**src/hdl/actr_pkg.sv**
```systemverilog
`timescale 1ns / 1ps
// ---------------------------------------------------------------------------
// actr_pkg
// Shared types, constants and AES-128 round functions for the CTR stream XOR.
// ---------------------------------------------------------------------------
package actr_pkg;

	localparam int unsigned BLOCK_BYTES = 16;
	localparam int unsigned TAIL_START  = 12;
	localparam int unsigned LAST_ROUND  = 10;

	// register indexes on the configuration port
	localparam logic [7:0] REG_KEY_HIGH = 8'd0;
	localparam logic [7:0] REG_KEY_LOW  = 8'd1;
	localparam logic [7:0] REG_IV_HIGH  = 8'd2;
	localparam logic [7:0] REG_IV_LOW   = 8'd3;

	// one classified byte between front end and keystream engine
	typedef struct packed {
		logic [7:0]  data;
		logic        last;
		logic [3:0]  pos;
		logic [31:0] tail;
	} actr_entry_t;

	localparam logic [7:0] SBOX [256] = '{
		8'h63,8'h7c,8'h77,8'h7b,8'hf2,8'h6b,8'h6f,8'hc5,8'h30,8'h01,8'h67,8'h2b,8'hfe,8'hd7,8'hab,8'h76,
		8'hca,8'h82,8'hc9,8'h7d,8'hfa,8'h59,8'h47,8'hf0,8'had,8'hd4,8'ha2,8'haf,8'h9c,8'ha4,8'h72,8'hc0,
		8'hb7,8'hfd,8'h93,8'h26,8'h36,8'h3f,8'hf7,8'hcc,8'h34,8'ha5,8'he5,8'hf1,8'h71,8'hd8,8'h31,8'h15,
		8'h04,8'hc7,8'h23,8'hc3,8'h18,8'h96,8'h05,8'h9a,8'h07,8'h12,8'h80,8'he2,8'heb,8'h27,8'hb2,8'h75,
		8'h09,8'h83,8'h2c,8'h1a,8'h1b,8'h6e,8'h5a,8'ha0,8'h52,8'h3b,8'hd6,8'hb3,8'h29,8'he3,8'h2f,8'h84,
		8'h53,8'hd1,8'h00,8'hed,8'h20,8'hfc,8'hb1,8'h5b,8'h6a,8'hcb,8'hbe,8'h39,8'h4a,8'h4c,8'h58,8'hcf,
		8'hd0,8'hef,8'haa,8'hfb,8'h43,8'h4d,8'h33,8'h85,8'h45,8'hf9,8'h02,8'h7f,8'h50,8'h3c,8'h9f,8'ha8,
		8'h51,8'ha3,8'h40,8'h8f,8'h92,8'h9d,8'h38,8'hf5,8'hbc,8'hb6,8'hda,8'h21,8'h10,8'hff,8'hf3,8'hd2,
		8'hcd,8'h0c,8'h13,8'hec,8'h5f,8'h97,8'h44,8'h17,8'hc4,8'ha7,8'h7e,8'h3d,8'h64,8'h5d,8'h19,8'h73,
		8'h60,8'h81,8'h4f,8'hdc,8'h22,8'h2a,8'h90,8'h88,8'h46,8'hee,8'hb8,8'h14,8'hde,8'h5e,8'h0b,8'hdb,
		8'he0,8'h32,8'h3a,8'h0a,8'h49,8'h06,8'h24,8'h5c,8'hc2,8'hd3,8'hac,8'h62,8'h91,8'h95,8'he4,8'h79,
		8'he7,8'hc8,8'h37,8'h6d,8'h8d,8'hd5,8'h4e,8'ha9,8'h6c,8'h56,8'hf4,8'hea,8'h65,8'h7a,8'hae,8'h08,
		8'hba,8'h78,8'h25,8'h2e,8'h1c,8'ha6,8'hb4,8'hc6,8'he8,8'hdd,8'h74,8'h1f,8'h4b,8'hbd,8'h8b,8'h8a,
		8'h70,8'h3e,8'hb5,8'h66,8'h48,8'h03,8'hf6,8'h0e,8'h61,8'h35,8'h57,8'hb9,8'h86,8'hc1,8'h1d,8'h9e,
		8'he1,8'hf8,8'h98,8'h11,8'h69,8'hd9,8'h8e,8'h94,8'h9b,8'h1e,8'h87,8'he9,8'hce,8'h55,8'h28,8'hdf,
		8'h8c,8'ha1,8'h89,8'h0d,8'hbf,8'he6,8'h42,8'h68,8'h41,8'h99,8'h2d,8'h0f,8'hb0,8'h54,8'hbb,8'h16
	};

	function automatic logic [7:0] rcon(input logic [3:0] rnd);
		logic [7:0] r;
		case (rnd)
			4'd1:    r = 8'h01;
			4'd2:    r = 8'h02;
			4'd3:    r = 8'h04;
			4'd4:    r = 8'h08;
			4'd5:    r = 8'h10;
			4'd6:    r = 8'h20;
			4'd7:    r = 8'h40;
			4'd8:    r = 8'h80;
			4'd9:    r = 8'h1b;
			4'd10:   r = 8'h36;
			default: r = 8'h00;
		endcase
		return r;
	endfunction

	function automatic logic [7:0] xtime(input logic [7:0] b);
		return {b[6:0], 1'b0} ^ (b[7] ? 8'h1b : 8'h00);
	endfunction

	// next round key from the previous one
	function automatic logic [127:0] key_expand(input logic [127:0] rk, input logic [7:0] rc);
		logic [31:0] tmp, w0, w1, w2, w3;
		tmp = {SBOX[rk[23:16]] ^ rc, SBOX[rk[15:8]], SBOX[rk[7:0]], SBOX[rk[31:24]]};
		w0  = rk[127:96] ^ tmp;
		w1  = rk[95:64] ^ w0;
		w2  = rk[63:32] ^ w1;
		w3  = rk[31:0] ^ w2;
		return {w0, w1, w2, w3};
	endfunction

	// one cipher round: subbytes, shiftrows, mixcolumns (skipped in the last round), add key
	function automatic logic [127:0] aes_round(input logic [127:0] st, input logic [127:0] rk,
			input logic final_rnd);
		logic [7:0]   s [16];
		logic [7:0]   t [16];
		logic [7:0]   a0, a1, a2, a3, all;
		logic [127:0] r;
		for (int i = 0; i < 16; i++) begin
			s[i] = st[127 - 8 * i -: 8];
		end
		for (int c = 0; c < 4; c++) begin
			for (int i = 0; i < 4; i++) begin
				t[4 * c + i] = SBOX[s[4 * ((c + i) % 4) + i]];
			end
		end
		if (!final_rnd) begin
			for (int c = 0; c < 4; c++) begin
				a0  = t[4 * c];
				a1  = t[4 * c + 1];
				a2  = t[4 * c + 2];
				a3  = t[4 * c + 3];
				all = a0 ^ a1 ^ a2 ^ a3;
				t[4 * c]     = a0 ^ all ^ xtime(a0 ^ a1);
				t[4 * c + 1] = a1 ^ all ^ xtime(a1 ^ a2);
				t[4 * c + 2] = a2 ^ all ^ xtime(a2 ^ a3);
				t[4 * c + 3] = a3 ^ all ^ xtime(a3 ^ a0);
			end
		end
		for (int i = 0; i < 16; i++) begin
			r[127 - 8 * i -: 8] = t[i];
		end
		return r ^ rk;
	endfunction

endpackage

```
**src/hdl/actr_front.sv**
```systemverilog
`timescale 1ns / 1ps
// ---------------------------------------------------------------------------
// actr_front
// Accepts bytes, tracks counter tail and block position, tags each word.
// ---------------------------------------------------------------------------
module actr_front (
	input  logic                 clk,
	input  logic                 arst_n,
	input  logic                 in_valid,
	output logic                 in_ready,
	input  logic [7:0]           data_in,
	input  logic                 first_byte,
	input  logic [31:0]          block_offset,
	input  logic                 last_in,
	input  logic [31:0]          iv_tail_word,
	input  logic                 q_full,
	output logic                 q_push,
	output actr_pkg::actr_entry_t q_wdata
);
	import actr_pkg::*;

	logic [31:0] counter_tail_q;
	logic [3:0]  byte_pos_q;
	logic [31:0] tail_cur, tail_start, tail_nxt;
	logic [3:0]  pos_cur, pos_nxt;

	assign in_ready = !q_full;
	assign q_push   = in_valid && in_ready;

	// iv bytes 12..15 read as a little-endian word
	assign tail_start = {iv_tail_word[7:0], iv_tail_word[15:8],
		iv_tail_word[23:16], iv_tail_word[31:24]};

	// counter and position that this word uses
	always_comb begin
		tail_cur = first_byte ? tail_start + block_offset : counter_tail_q;
		pos_cur  = first_byte ? 4'd0 : byte_pos_q;
		pos_nxt  = last_in ? 4'd0 : pos_cur + 4'd1;
		tail_nxt = (pos_nxt == 4'd0) ? tail_cur + 32'd1 : tail_cur;
	end

	assign q_wdata = '{data: data_in, last: last_in, pos: pos_cur, tail: tail_cur};

	// counter state
	always_ff @(posedge clk or negedge arst_n) begin
		if (!arst_n) begin
			counter_tail_q <= '0;
			byte_pos_q     <= '0;
		end else if (q_push) begin
			counter_tail_q <= tail_nxt;
			byte_pos_q     <= pos_nxt;
		end
	end

endmodule

```
**config.mk**
```make
export PLATFORM = sky130hd
export DESIGN_NAME = actr_front
export DESIGN_NICKNAME = d
export VERILOG_FILES = /design/src/hdl/actr_pkg.sv /design/src/hdl/actr_front.sv
export SDC_FILE = /design/constraint.sdc
export NUM_CORES = 1
export LEC_CHECK = 0
export BUFFER_PORTS_ARGS = -buffer_cell sky130_fd_sc_hd__buf_2
export CAP_MARGIN = 40
export CELL_PAD_IN_SITES_DETAIL_PLACEMENT = 1
export CELL_PAD_IN_SITES_GLOBAL_PLACEMENT = 2
export CORE_ASPECT_RATIO = 0.7
export CORE_MARGIN = 4
export CORE_UTILIZATION = 34
export DETAILED_ROUTE_END_ITERATION = 8
export GPL_TIMING_DRIVEN = 1
export PLACE_DENSITY_LB_ADDON = 0.1
export SLEW_MARGIN = 20
export SYNTH_ARGS = -nofsm -noshare
export SYNTH_HDL_FRONTEND = slang
export SYNTH_SLANG_ARGS = --single-unit
```
**constraint.sdc**
```tcl
create_clock -name clk -period 6.1 [get_ports clk]
set_input_delay 0.61 -clock clk [delete_from_list [all_inputs] [get_ports clk]]
set_output_delay 0.61 -clock clk [all_outputs]
set_load 0.1 [all_outputs]
```
Word level (Yosys, flattened, before mapping)
Cells that the tools add are included.
Widths: inputs -> output; s select.
- bits in registers: 36
- input port bits: 78
- output and inout port bits: 47
- word-level logic and storage cells: 12
- reduce and logical (&&, ||, !) cells: 3
- multiplexer cells: 4
- $add $sub $neg: 3
- operators with widths (cell ; count):
    $mux 32 ; 2
    $add 32x1->32 const B ; 1
    $add 32x32->32 ; 1
    $mux 4 ; 2
    $add 4x1->4 const B ; 1
    $logic_not 4->1 ; 1
    $logic_and 1x1->1 ; 1
    $logic_not 1->1 ; 1

Depth between registers and ports, before layout
- depth in word-level cells: 5
- depth in mapped cells: 17
- mapped depth without buffers: 12

Least setup slack after synthesis
OpenSTA, ideal clock, no wires.
- path type: in2reg
- from: input block_offset[0]
- to: register counter_tail_q[31]
- data arrival time: 5707 ps
- data required time: 6016 ps
- stages: 13
- setup time: 84 ps
- setup slack: 309 ps
- buffers on the path: 1
- cells stage by stage: ha_1 fa_1 a211oi_2 o211ai_2 a21oi_2 o21ai_2 o311ai_1 and2_1 and4b_1 buf_6 nand3_2 or3_1 a31oi_1
- RTL lines (element ; line ; text):
    from (decl) ; actr_front.sv:13 ; input logic [31:0] block_offset,
    to (signal assigned) ; actr_front.sv:50 ; counter_tail_q <= tail_nxt;
    to (decl) ; actr_front.sv:22 ; logic [31:0] counter_tail_q;

==> impl_metrics.py <==
metrics = {
    "placed_design": {
        "io_buffers": 108,
        "place_ws_ps": 1540,
        "placed_cells": 873,
        "gp_congestion": 0.828,
        "dp_hpwl_mm": 13.6,
    },
    "worst_setup_path": {
        "max_stage_delay_ps": 530,
        "arrival_ps": 3970,
        "cp.depth": 11,
        "worst-path-max-fanout": 7,
        "worst-setup-path-type": "in2out",
        "start_kind": "input pin",
        "required_ps": 5490,
        "crit_end": "q_wdata[30]",
        "r2r-start": "byte_pos_q[0]$_DFFE_PN0P_",
        "cpMostUsedCell": "buf_2",
        "cp.buffers_inverters": 2,
        "critPathCaptureType": "primary output",
        "worst_path_max_delay_cell": "a221oi_4",
        "r2r_slack_ps": 3090,
        "timing.critical_path.max_delay_family": "compound AO/OA/AOI/OAI gates",
        "crit_start": "block_offset[0]",
        "reg2reg_to": "counter_tail_q[31]$_DFFE_PN0P_",
        "cp_cell_sequence": "buf_2 -> ha_1 -> fa_1 -> a211oi_2 -> o21ai_2 -> a221oi_4 -> a2111oi_1 -> o31a_1 -> o21a_1 -> o31ai_4 -> buf_2",
        "rr_worst_depth": 12,
    },
    "grt": {
        "antenna_found_initial": 0,
        "grt_pass1_wl_mm": 27.6,
        "grt_pass1_vias": 5138,
        "grtUsageTotal": 0.209,
        "overflow": 0,
        "grt_max_degree": 68,
    },
    "sta": {
        "tightest_slew_ps": 675,
        "final-setup-viol-count": 0,
        "fin_ws_ps": 1520,
        "fmax_mhz": 218,
        "relSlewSlack": 0.545,
        "skew_ps": 9.21,
        "fin_crit_sh": 0.751,
        "rsz0062_at_grt": "false",
        "setup_tns_ps": 0,
        "slew_violations": 0,
        "period_needed_ps": 4580,
        "hold_viol_final": 0,
    },
    "synthesis": {
        "synth_top_cell_by_area": "dfrtp_1",
        "synthCells": 621,
        "ys_types": 92,
        "synth_edf_count": 0,
        "yosysSeqAreaShare": 0.184,
        "async_reset_ff_frac": 1.00,
        "yosys.area.top_type_share": 0.184,
        "syn_area_per_cell_um2": 7.90,
        "synth_nets": 733,
        "ys_warn_count": 0,
        "syn_area_um2": 4910,
        "synthTopCellsByArea": "dfrtp_1 18%, ha_1 8.4%, nand2_1 6.2%, o21ai_0 4.2%, xnor2_1 4.1%",
        "ys.flop_type": "dfrtp_1",
        "synth_seq_cells": 36,
    },
    "die": {
        "die_w_um": 152,
        "dieHeight_um": 109,
        "start_util": 0.350,
        "io_pins": 125,
        "coreArea_um2": 14000,
        "fp-row-count": 36,
        "die-area_um2": 16500,
    },
    "detailed_routing": {
        "drt-total-wl_mm": 17.2,
        "first_iter_violations": 267,
        "wl_per_cell_um": 19.6,
        "final_antenna_net_count": 0,
        "vias": 5010,
        "viasPerCell": 5.69,
        "route.detailed.drc": 0,
        "dr.pass1.iters": 4,
    },
    "cts": {
        "cts-root-buf": "clkbuf_16",
        "htree_levels": 2,
        "cts_buffers": 5,
        "post-cts-setup-buffers": 0,
        "clk_latency_ps": 290,
        "hold_buffers": 0,
        "ctsLongestPathBuffers": 2,
        "cts_sinks": 36,
        "clk_pin_slew_ps": 70,
        "cts_tree": "done",
        "cts_resized": 0,
    },
    "finish": {
        "layoutNonFillerInstCount": 881,
        "drive_gt1_frac": 0.242,
        "antennaDiodeCount": 0,
        "syn2layout_area_growth_pct": 13.4,
        "nNetsFinal": 802,
    },
    "pwr": {
        "power_density_nw_per_um2": 282,
        "leakagePower_nw": 2.35,
        "p_switching_mw": 0.853,
        "switching_share": 0.544,
        "p_int_mw": 0.716,
        "ir_worst_vdd_mv": 0.115,
        "p_clk_frac": 0.193,
        "power_frac_comb": 0.599,
        "pwr-share-seq": 0.208,
    },
    "job": {
        "cap_violations": 0,
    },
    "worst_hold_path": {
        "hp-class": "in2async",
    },
    "run_status": {
        "status": "finished, final reports clean",
    },
}
[final cells by class]
type                       instances  area (um2)
clock buffer                       5         125
clock inverter                     3        42.5
fill                            1733        8440
inverter                          14        52.6
multi-input combinational        521        3620
sequential                        36         901
tap                              190         238
timing repair buffer             112         591
[Yosys cell counts, types with 5 or more instances]
cell type	n
nand4b_1	5
o21a_1	11
mux2_2	10
a21oi_1	39
buf_6	8
clkbuf_1	16
nand3_1	27
nand2_1	81
and3_1	7
o211ai_1	11
buf_4	10
inv_1	13
a211oi_1	10
buf_2	10
a21o_1	9
o2111ai_1	6
xnor2_1	23
nor2_1	25
nor3_1	18
ha_1	33
nor2b_1	9
nand4_1	20
o21ai_0	41
dfrtp_1	36
o31ai_1	6
a22oi_1	6
xor2_1	16
[sequential cells by signal, indices dropped and copies added, names as in the netlist]
signal,count
byte_pos_q,4
counter_tail_q,32
[worst reg2reg max path, cell delays in order (launching register included)]
cell,delay (ps)
dfrtp_1,390
nor2b_1,170
ha_1,290
xnor2_1,180
a31o_2,190
o311a_1,270
and2_1,190
nand4_1,140
nor3_1,230
and2_2,300
nand3_2,100
or3_1,320
a31oi_1,160
[metrics by stage]
stage	total power [mW]	instance area, um2	utilization	hold WS [ps]
CTS	1.58	5570	0.397	300
finish	1.57	5570	0.397	282
global placement	1.25	5370	0.384	458
floorplan	1.10	4910	-	314
detailed placement	1.27	5400	0.385	468
global route	1.66	5570	0.397	320
[metal layers]
metal  global-route usage  vias to the layer above  wire length (um)
met5                    0                        -                 0
met4               0.0224                        0                86
met3               0.0264                       12               839
met2                0.309                      114              7080
met1                0.332                     2413              9240
li1                     -                     2471                 -
[placed cells by master (no fill, tap or decap), types with 11 or more instances in the layout]
master and instances:
nand2_1 80, nand4_1 20, nand3_1 27, ha_1 33
xor2_1 16, a21oi_1 39, o21ai_0 41, nor2_1 25
o21a_1 11, o211ai_1 11, xnor2_1 23, inv_1 13
buf_2 108, dfrtp_1 36, nor3_1 18
[how the worst min path moves through the flow]
stage                                        start                              to  slack [ps]  cells past startpoint
floorplan                                   arst_n       byte_pos_q[0]$_DFFE_PN0P_         310                      0
global placement     counter_tail_q[8]$_DFFE_PN0P_   counter_tail_q[8]$_DFFE_PN0P_         460                      2
detailed placement  counter_tail_q[29]$_DFFE_PN0P_  counter_tail_q[29]$_DFFE_PN0P_         470                      2
CTS                                         arst_n  counter_tail_q[26]$_DFFE_PN0P_         300                      1
global route                                arst_n  counter_tail_q[26]$_DFFE_PN0P_         320                      1
finish                                      arst_n  counter_tail_q[26]$_DFFE_PN0P_         280                      1
[cells by family after synthesis]
family | share of synthesized area
buf+inv | 0.0798
fa+ha+maj | 0.0882
flops | 0.184
compound gates | 0.295
simple gates | 0.254
mux | 0.0291
xor+xnor | 0.0696
[power groups by stage]
stage          Sequential (mW)  Clock, mW  Combinational, mW
3_3_place_gp             0.328          0              0.917
5_1_grt                  0.333      0.320               1.01
4_1_cts                  0.327      0.308              0.941
6_report                 0.327      0.302              0.940
2_1_floorplan            0.314          0              0.782
3_5_place_dp             0.329          0              0.938
Power figures use the tool's default switching activity.
