--- src/hdl/actr_pkg.sv ---
`timescale 1ns / 1ps
// ---------------------------------------------------------------------------
// actr_pkg
// Shared types, constants and AES-128 round functions for the CTR stream XOR.
// ---------------------------------------------------------------------------
package actr_pkg;

	localparam int unsigned BLOCK_BYTES = 16;
	localparam int unsigned TAIL_START  = 12;
	localparam int unsigned LAST_ROUND  = 10;

	// register indexes on the configuration port
	localparam logic [7:0] REG_KEY_HIGH = 8'd0;
	localparam logic [7:0] REG_KEY_LOW  = 8'd1;
	localparam logic [7:0] REG_IV_HIGH  = 8'd2;
	localparam logic [7:0] REG_IV_LOW   = 8'd3;

	// one classified byte between front end and keystream engine
	typedef struct packed {
		logic [7:0]  data;
		logic        last;
		logic [3:0]  pos;
		logic [31:0] tail;
	} actr_entry_t;

	localparam logic [7:0] SBOX [256] = '{
		8'h63,8'h7c,8'h77,8'h7b,8'hf2,8'h6b,8'h6f,8'hc5,8'h30,8'h01,8'h67,8'h2b,8'hfe,8'hd7,8'hab,8'h76,
		8'hca,8'h82,8'hc9,8'h7d,8'hfa,8'h59,8'h47,8'hf0,8'had,8'hd4,8'ha2,8'haf,8'h9c,8'ha4,8'h72,8'hc0,
		8'hb7,8'hfd,8'h93,8'h26,8'h36,8'h3f,8'hf7,8'hcc,8'h34,8'ha5,8'he5,8'hf1,8'h71,8'hd8,8'h31,8'h15,
		8'h04,8'hc7,8'h23,8'hc3,8'h18,8'h96,8'h05,8'h9a,8'h07,8'h12,8'h80,8'he2,8'heb,8'h27,8'hb2,8'h75,
		8'h09,8'h83,8'h2c,8'h1a,8'h1b,8'h6e,8'h5a,8'ha0,8'h52,8'h3b,8'hd6,8'hb3,8'h29,8'he3,8'h2f,8'h84,
		8'h53,8'hd1,8'h00,8'hed,8'h20,8'hfc,8'hb1,8'h5b,8'h6a,8'hcb,8'hbe,8'h39,8'h4a,8'h4c,8'h58,8'hcf,
		8'hd0,8'hef,8'haa,8'hfb,8'h43,8'h4d,8'h33,8'h85,8'h45,8'hf9,8'h02,8'h7f,8'h50,8'h3c,8'h9f,8'ha8,
		8'h51,8'ha3,8'h40,8'h8f,8'h92,8'h9d,8'h38,8'hf5,8'hbc,8'hb6,8'hda,8'h21,8'h10,8'hff,8'hf3,8'hd2,
		8'hcd,8'h0c,8'h13,8'hec,8'h5f,8'h97,8'h44,8'h17,8'hc4,8'ha7,8'h7e,8'h3d,8'h64,8'h5d,8'h19,8'h73,
		8'h60,8'h81,8'h4f,8'hdc,8'h22,8'h2a,8'h90,8'h88,8'h46,8'hee,8'hb8,8'h14,8'hde,8'h5e,8'h0b,8'hdb,
		8'he0,8'h32,8'h3a,8'h0a,8'h49,8'h06,8'h24,8'h5c,8'hc2,8'hd3,8'hac,8'h62,8'h91,8'h95,8'he4,8'h79,
		8'he7,8'hc8,8'h37,8'h6d,8'h8d,8'hd5,8'h4e,8'ha9,8'h6c,8'h56,8'hf4,8'hea,8'h65,8'h7a,8'hae,8'h08,
		8'hba,8'h78,8'h25,8'h2e,8'h1c,8'ha6,8'hb4,8'hc6,8'he8,8'hdd,8'h74,8'h1f,8'h4b,8'hbd,8'h8b,8'h8a,
		8'h70,8'h3e,8'hb5,8'h66,8'h48,8'h03,8'hf6,8'h0e,8'h61,8'h35,8'h57,8'hb9,8'h86,8'hc1,8'h1d,8'h9e,
		8'he1,8'hf8,8'h98,8'h11,8'h69,8'hd9,8'h8e,8'h94,8'h9b,8'h1e,8'h87,8'he9,8'hce,8'h55,8'h28,8'hdf,
		8'h8c,8'ha1,8'h89,8'h0d,8'hbf,8'he6,8'h42,8'h68,8'h41,8'h99,8'h2d,8'h0f,8'hb0,8'h54,8'hbb,8'h16
	};

	function automatic logic [7:0] rcon(input logic [3:0] rnd);
		logic [7:0] r;
		case (rnd)
			4'd1:    r = 8'h01;
			4'd2:    r = 8'h02;
			4'd3:    r = 8'h04;
			4'd4:    r = 8'h08;
			4'd5:    r = 8'h10;
			4'd6:    r = 8'h20;
			4'd7:    r = 8'h40;
			4'd8:    r = 8'h80;
			4'd9:    r = 8'h1b;
			4'd10:   r = 8'h36;
			default: r = 8'h00;
		endcase
		return r;
	endfunction

	function automatic logic [7:0] xtime(input logic [7:0] b);
		return {b[6:0], 1'b0} ^ (b[7] ? 8'h1b : 8'h00);
	endfunction

	// next round key from the previous one
	function automatic logic [127:0] key_expand(input logic [127:0] rk, input logic [7:0] rc);
		logic [31:0] tmp, w0, w1, w2, w3;
		tmp = {SBOX[rk[23:16]] ^ rc, SBOX[rk[15:8]], SBOX[rk[7:0]], SBOX[rk[31:24]]};
		w0  = rk[127:96] ^ tmp;
		w1  = rk[95:64] ^ w0;
		w2  = rk[63:32] ^ w1;
		w3  = rk[31:0] ^ w2;
		return {w0, w1, w2, w3};
	endfunction

	// one cipher round: subbytes, shiftrows, mixcolumns (skipped in the last round), add key
	function automatic logic [127:0] aes_round(input logic [127:0] st, input logic [127:0] rk,
			input logic final_rnd);
		logic [7:0]   s [16];
		logic [7:0]   t [16];
		logic [7:0]   a0, a1, a2, a3, all;
		logic [127:0] r;
		for (int i = 0; i < 16; i++) begin
			s[i] = st[127 - 8 * i -: 8];
		end
		for (int c = 0; c < 4; c++) begin
			for (int i = 0; i < 4; i++) begin
				t[4 * c + i] = SBOX[s[4 * ((c + i) % 4) + i]];
			end
		end
		if (!final_rnd) begin
			for (int c = 0; c < 4; c++) begin
				a0  = t[4 * c];
				a1  = t[4 * c + 1];
				a2  = t[4 * c + 2];
				a3  = t[4 * c + 3];
				all = a0 ^ a1 ^ a2 ^ a3;
				t[4 * c]     = a0 ^ all ^ xtime(a0 ^ a1);
				t[4 * c + 1] = a1 ^ all ^ xtime(a1 ^ a2);
				t[4 * c + 2] = a2 ^ all ^ xtime(a2 ^ a3);
				t[4 * c + 3] = a3 ^ all ^ xtime(a3 ^ a0);
			end
		end
		for (int i = 0; i < 16; i++) begin
			r[127 - 8 * i -: 8] = t[i];
		end
		return r ^ rk;
	endfunction

endpackage

--- src/hdl/actr_fifo.sv ---
`timescale 1ns / 1ps
// ---------------------------------------------------------------------------
// actr_fifo
// Short word queue between front end and keystream engine.
// ---------------------------------------------------------------------------
module actr_fifo #(
	parameter int unsigned DEPTH = 4
) (
	input  logic                  clk,
	input  logic                  arst_n,
	input  logic                  push,
	input  actr_pkg::actr_entry_t wdata,
	input  logic                  pop,
	output actr_pkg::actr_entry_t rdata,
	output logic                  full,
	output logic                  empty
);
	import actr_pkg::*;

	localparam int unsigned AW = (DEPTH > 1) ? $clog2(DEPTH) : 1;
	localparam int unsigned CW = $clog2(DEPTH + 1);

	actr_entry_t   mem_q [DEPTH];
	logic [AW-1:0] wr_ptr_q, rd_ptr_q;
	logic [CW-1:0] count_q;

	assign full  = (count_q == CW'(DEPTH));
	assign empty = (count_q == '0);
	assign rdata = mem_q[rd_ptr_q];

	// storage
	always_ff @(posedge clk) begin
		if (push) begin
			mem_q[wr_ptr_q] <= wdata;
		end
	end

	// pointers and fill level
	always_ff @(posedge clk or negedge arst_n) begin
		if (!arst_n) begin
			wr_ptr_q <= '0;
			rd_ptr_q <= '0;
			count_q  <= '0;
		end else begin
			if (push) begin
				wr_ptr_q <= (wr_ptr_q == AW'(DEPTH - 1)) ? '0 : wr_ptr_q + 1'b1;
			end
			if (pop) begin
				rd_ptr_q <= (rd_ptr_q == AW'(DEPTH - 1)) ? '0 : rd_ptr_q + 1'b1;
			end
			if (push && !pop) begin
				count_q <= count_q + 1'b1;
			end else if (pop && !push) begin
				count_q <= count_q - 1'b1;
			end
		end
	end

endmodule

--- config.mk ---
export PLATFORM = sky130hd
export DESIGN_NAME = actr_fifo
export DESIGN_NICKNAME = d
export VERILOG_FILES = /design/src/hdl/actr_pkg.sv /design/src/hdl/actr_fifo.sv
export SDC_FILE = /design/constraint.sdc
export NUM_CORES = 1
export LEC_CHECK = 0
export BUFFER_PORTS_ARGS = -buffer_cell sky130_fd_sc_hd__buf_2
export CELL_PAD_IN_SITES_DETAIL_PLACEMENT = 1
export CELL_PAD_IN_SITES_GLOBAL_PLACEMENT = 1
export CORE_ASPECT_RATIO = 1.2
export CORE_MARGIN = 2
export CORE_UTILIZATION = 56
export CTS_BUF_LIST = sky130_fd_sc_hd__clkbuf_8
export DETAILED_ROUTE_END_ITERATION = 8
export PLACE_DENSITY = 0.95
export SYNTH_ARGS = -nofsm -noshare
export SYNTH_HDL_FRONTEND = slang
export SYNTH_SLANG_ARGS = --single-unit
--- constraint.sdc ---
create_clock -name clk -period 3.7 [get_ports clk]
set_input_delay 0.37 -clock clk [delete_from_list [all_inputs] [get_ports clk]]
set_output_delay 0.37 -clock clk [all_outputs]
set_load 0.005 [all_outputs]
* Word-level counts from Yosys, hierarchy flattened *
Memory sizes are Yosys's and may differ from the RTL's.
Index checks and enable logic that the tools add are counted.

word-level totals
  bits in registers = 7
  bits in latches = 0
  RAM bits = 180
  memory bits (read-only) = 0
  output and inout bits = 47
  word-level logic and storage cells = 23
  memories = 1

memory list
  memory  depth  bits a word  rd ports  clocked after memory_dff  wr ports  RTL line         source
  mem_q   4      45           1         0                         1         actr_fifo.sv:23  actr_entry_t mem_q [DEPTH];

operators by class
  add/subtract/negate cells = 4
  multipliers = 0
  div/mod/pow operators = 0
  $lt $le $gt $ge = 0
  equal/unequal tests = 3
  shifts and indexed selects = 0
  muxes and demuxes = 6
  bitwise logic cells = 0
  reduce and logical (&&, ||, !) cells = 6

operators by type and width
  kind                   number
  $mux W3                2
  $add A2 B1 Y2 const B  2
  $eq A2 B2 Y1 const B   2
  $mux W2                2
  $add A3 B1 Y3 const B  1
  $eq A3 B3 Y1 const B   1
  $logic_not A3 Y1       1
  $sub A3 B1 Y3 const B  1
  $logic_and A1 B1 Y1    2
  $logic_not A1 Y1       2
  $mux W1                2
  $reduce_bool A2 Y1     1

* Depth between registers and ports, before layout *
  word-level depth = 4
  mapped depth = 7

* Least setup slack after synthesis *
Ideal clock, no wire load.

  path type = flip-flop to flip-flop
  start = reg wr_ptr_q[0]
  end = mem mem_q[2][0] (netlist bit) (enable)
  library setup time = 0.407 ns
  data arrival time = 1.704 ns
  slack = 1.589 ns
  stages on the path, launching flop included = 4
  path buffers = 0
  clock period less this slack = 2.111 ns
  cell sequence = dfrtp_1 > inv_1 > ha_1 > and2_1

RTL lines
  what                    RTL line         source
  from (decl)             actr_fifo.sv:24  logic [AW-1:0] wr_ptr_q, rd_ptr_q;
  from (signal assigned)  actr_fifo.sv:46  wr_ptr_q <= (wr_ptr_q == AW'(DEPTH - 1)) ? '0 : wr_ptr_q + 1'b1;
  to (decl)               actr_fifo.sv:23

No word-level cell before the write port.

==> results by group <==
Floorplan
  • Core Region: around 12,000 um^2
  • Row count: 44
  • Die Width: ~110 um
  • I/O pins: 96
  • Die H: about 130 um
  • Die area: 13,200 um^2
  • Starting Density: between 50% and 60%

Finish
  • Fillers: a little under 1,000
  • Fin area: around 8000 um^2
  • Nets: approximately 440
  • Area occupied by multi-input gates: roughly 1200 um^2
  • FF/Latch Area: around 5600 um^2
  • Area delta synth->final: 15.2%
  • Share of layout cells above drive strength 1: a little under half

Global route
  • Largest net degree at the start of global routing: about 50
  • Overall global routing resource usage: 20.9%
  • Vias in the first global route: 3,327
  • First-pass GRT wire length: between 15,000 and 20,000 um
  • Initial antenna violation count: 0
  • Total gr overflow: 0

Routing
  • Via count: around 3,200
  • First DRT Iteration DRCs: approximately 180
  • Via/cell ratio: 5.66
  • Average wire per standard cell: approximately 23 um
  • Post-DRT Antenna Nets: 0
  • Drt drc: 0
  • WL final: approximately 13,000 um
  • DR pass1 iterations: 4

Critical path
  • Startpoint Class: flop
  • Worst path cell trace: mux4_2 -> buf_2
  • CP Class: flop to primary output
  • Critical Path AT: around 2.3 ns
  • Largest stage delay, worst path: around 1.0 ns
  • Crit path max fanout: 48
  • Worst path bufs/invs: 1
  • Slowest cell on crit path: dfrtp_4
  • Worst Setup End Kind: primary output
  • CP top delay family: flip-flops
  • WP data required: approximately 3.3 ns

Synthesis
  • Top FF cell, synth: edfxtp_1
  • Synthesized area per cell: between 20 and 30 um^2
  • Register bit count reported by yosys: around 190
  • Most frequent cell after synthesis: edfxtp_1
  • Area leader, netlist: edfxtp_1
  • Sequential share of the synthesized area: 80.8%
  • Ys async rst share: around 3.7%
  • Synth area leaders: edfxtp_1 78%, mux4_2 15%, dfrtp_1 2.5%
  • Yosys warns: 0
  • Library cells used by synthesis: 18
  • Top-area cell type share of the netlist area: roughly four fifths
  • Post-synth top cells: 180 x edfxtp_1, 45 x mux4_2, 7 x dfrtp_1, 6 x ha_1, 5 x buf_2
  • Mapped Nets: 328
  • Synthesized cell area: 6910 um^2
  • Post-Syn Instances: 272
  • Post-synth EDFFs: 180

Timing
  • Peak Freq: between 300 and 400 MHz
  • Final Setup Violations: 0
  • Slew @ Worst Pin: approximately 1.1 ns
  • Unrepaired setup endpoints after global routing: no
  • Setup Skew: 0.0145 ns
  • Final Cycle Share: between 70% and 80%
  • Slew Limit Fails: 0
  • Setup TNS: 0 ns
  • Final min period: around 2.7 ns
  • Worst setup margin: around 1.0 ns
  • Fin. Hold Viols: 0
  • Worst rel slew slack: 24.0%

Power
  • Power Internal: between 4 and 5 mW
  • Pwr/cell area: 724 nW/um^2
  • Sequential Power Share: about 54%
  • Clk pwr share: between 20% and 30%
  • Sw frac: 27.9%
  • Comb power frac: about a quarter
  • NetSw: 1.60 mW
  • LEAKAGE: approximately 2.7 nW
  • VDD IR max: approximately 470 uV

Job
  • Maxcap violations: 0

CTS
  • Clk Latency, worst-skew pair: 0.45 ns
  • TritonCTS buffer count: 17
  • CTS tree: yes
  • Worst-path clk slew: roughly 0.090 ns
  • Sink Count: approximately 190
  • Post-CTS Setup Inserts: 0
  • Max clock buf depth: 2
  • Clk Tree Root Cell: clkbuf_8
  • H-tree levels: 4

Status
  • Status: completed

Placed design
  • Post-place setup slack: ~1.4 ns
  • Routability Congestion: about 0.69
  • Post-DP Area: ~7600 um^2
  • Input/output buffers: between 90 and 100
  • DP HPWL: between 8000 and 9000 um

Min path
  • Hold Crit Class: input pin to flop
power by group through the flow:
stage          Combinational [mW]  Clock, mW  Sequential, mW
6_report                     1.37       1.30            3.08
2_1_floorplan                1.08          0            2.84
3_5_place_dp                 1.40          0            3.15
4_1_cts                      1.41       1.33            3.10
3_3_place_gp                 1.34          0            3.11
5_1_grt                      1.49       1.39            3.16
state kept, by name, indices dropped and copies added, names as in the netlist:
register and cells:
count_q 3, wr_ptr_q 2, rd_ptr_q 2, mem_q 180
final timing paths:
path,depth (start not counted),slack (ns),from,endpoint
min in group asynchronous,2,0.27,arst_n,count_q[2]
max in group asynchronous,2,3.25,arst_n,rd_ptr_q[0]
worst min register to register,1,0.50,count_q[2],count_q[2]
worst min-delay path,1,0.12,wdata[14],mem_q[2][14]
worst max-delay path,2,1.0,rd_ptr_q[0],rdata[22]
worst max register to register,4,1.49,wr_ptr_q[0],mem_q[0][17]
routing by layer:
metal / vias to the layer above / wire [um] / share of wire, % / GRT usage, %
met5: - / 0 / 0 / 0
met2: 91 / 7010 / 54 / 34.9
met4: 0 / 246 / 1.9 / 8.31
met3: 18 / 574 / 4.4 / 6.00
met1: 1677 / 5110 / 39 / 26.2
li1: 1368 / - / - / -
worst register-to-register path: cells and delay by family (launching register included):
family,cells,cell delay [ns]
buffers and inverters,2,0.58
adder cells (fa/ha/maj),1,0.17
AND/OR/NAND/NOR,1,0.69
flip-flops,1,0.44
layout make-up:
class / instances / share of cell area [%]
clock inverter: 13 / 1.60
multi-input combinational: 71 / 15.6
antenna: 1 / 0.0315
tap: 161 / 2.53
clock buffer: 19 / 3.29
timing repair buffer: 101 / 6.57
sequential: 187 / 70.2
inverter: 4 / 0.189
cells by family after synthesis:
group | Yosys count | share of synthesized area [%]
AO/OA/AOI/OAI | 2 | 0.145
XOR/XNOR | 3 | 0.380
adder cells (fa/ha/maj) | 7 | 1.38
buffers and inverters | 14 | 1.34
flip-flops | 187 | 80.8
multiplexers | 48 | 15.2
AND/OR/NAND/NOR | 11 | 0.815
through the flow:
step	std cells	hold slack, ns	utilization (%)	power, mW
final	557	0.125	66.0	5.76
after global routing	556	0.100	66.0	6.03
after CTS	556	0.0922	66.0	5.84
after detailed placement	523	0.220	62.7	4.55
after global placement	523	0.206	62.7	4.44
after floorplan	272	0.0744	-	3.92
cell usage in the layout (no fill, tap or decap), drive strengths merged:
| master | Yosys | final |
|---|---|---|
| and2 | 4 | 4 |
| buf | 10 | 100 |
| bufinv | 0 | 2 |
| clkbuf | 0 | 19 |
| clkinv | 0 | 2 |
| clkinvlp | 0 | 5 |
| dfrtp | 7 | 7 |
| diode | 0 | 1 |
| dlygate4sd3 | 0 | 1 |
| edfxtp | 180 | 180 |
| fa | 1 | 1 |
| ha | 6 | 6 |
| inv | 4 | 8 |
| mux2 | 3 | 3 |
| mux4 | 45 | 45 |
| nand2 | 2 | 2 |
| nor2 | 3 | 3 |
| nor3 | 1 | 1 |
| nor3b | 1 | 1 |
| o21ai | 2 | 2 |
| xnor2 | 1 | 1 |
| xor2 | 2 | 2 |
repair_timing:
item / 4_1_cts / 5_1_grt
resized for setup: 0 / 0
endpoints found under the hold margin: 7 / 0
hold buffers: 1 / 0
Note: power is estimated with default switching activity, not from simulation.
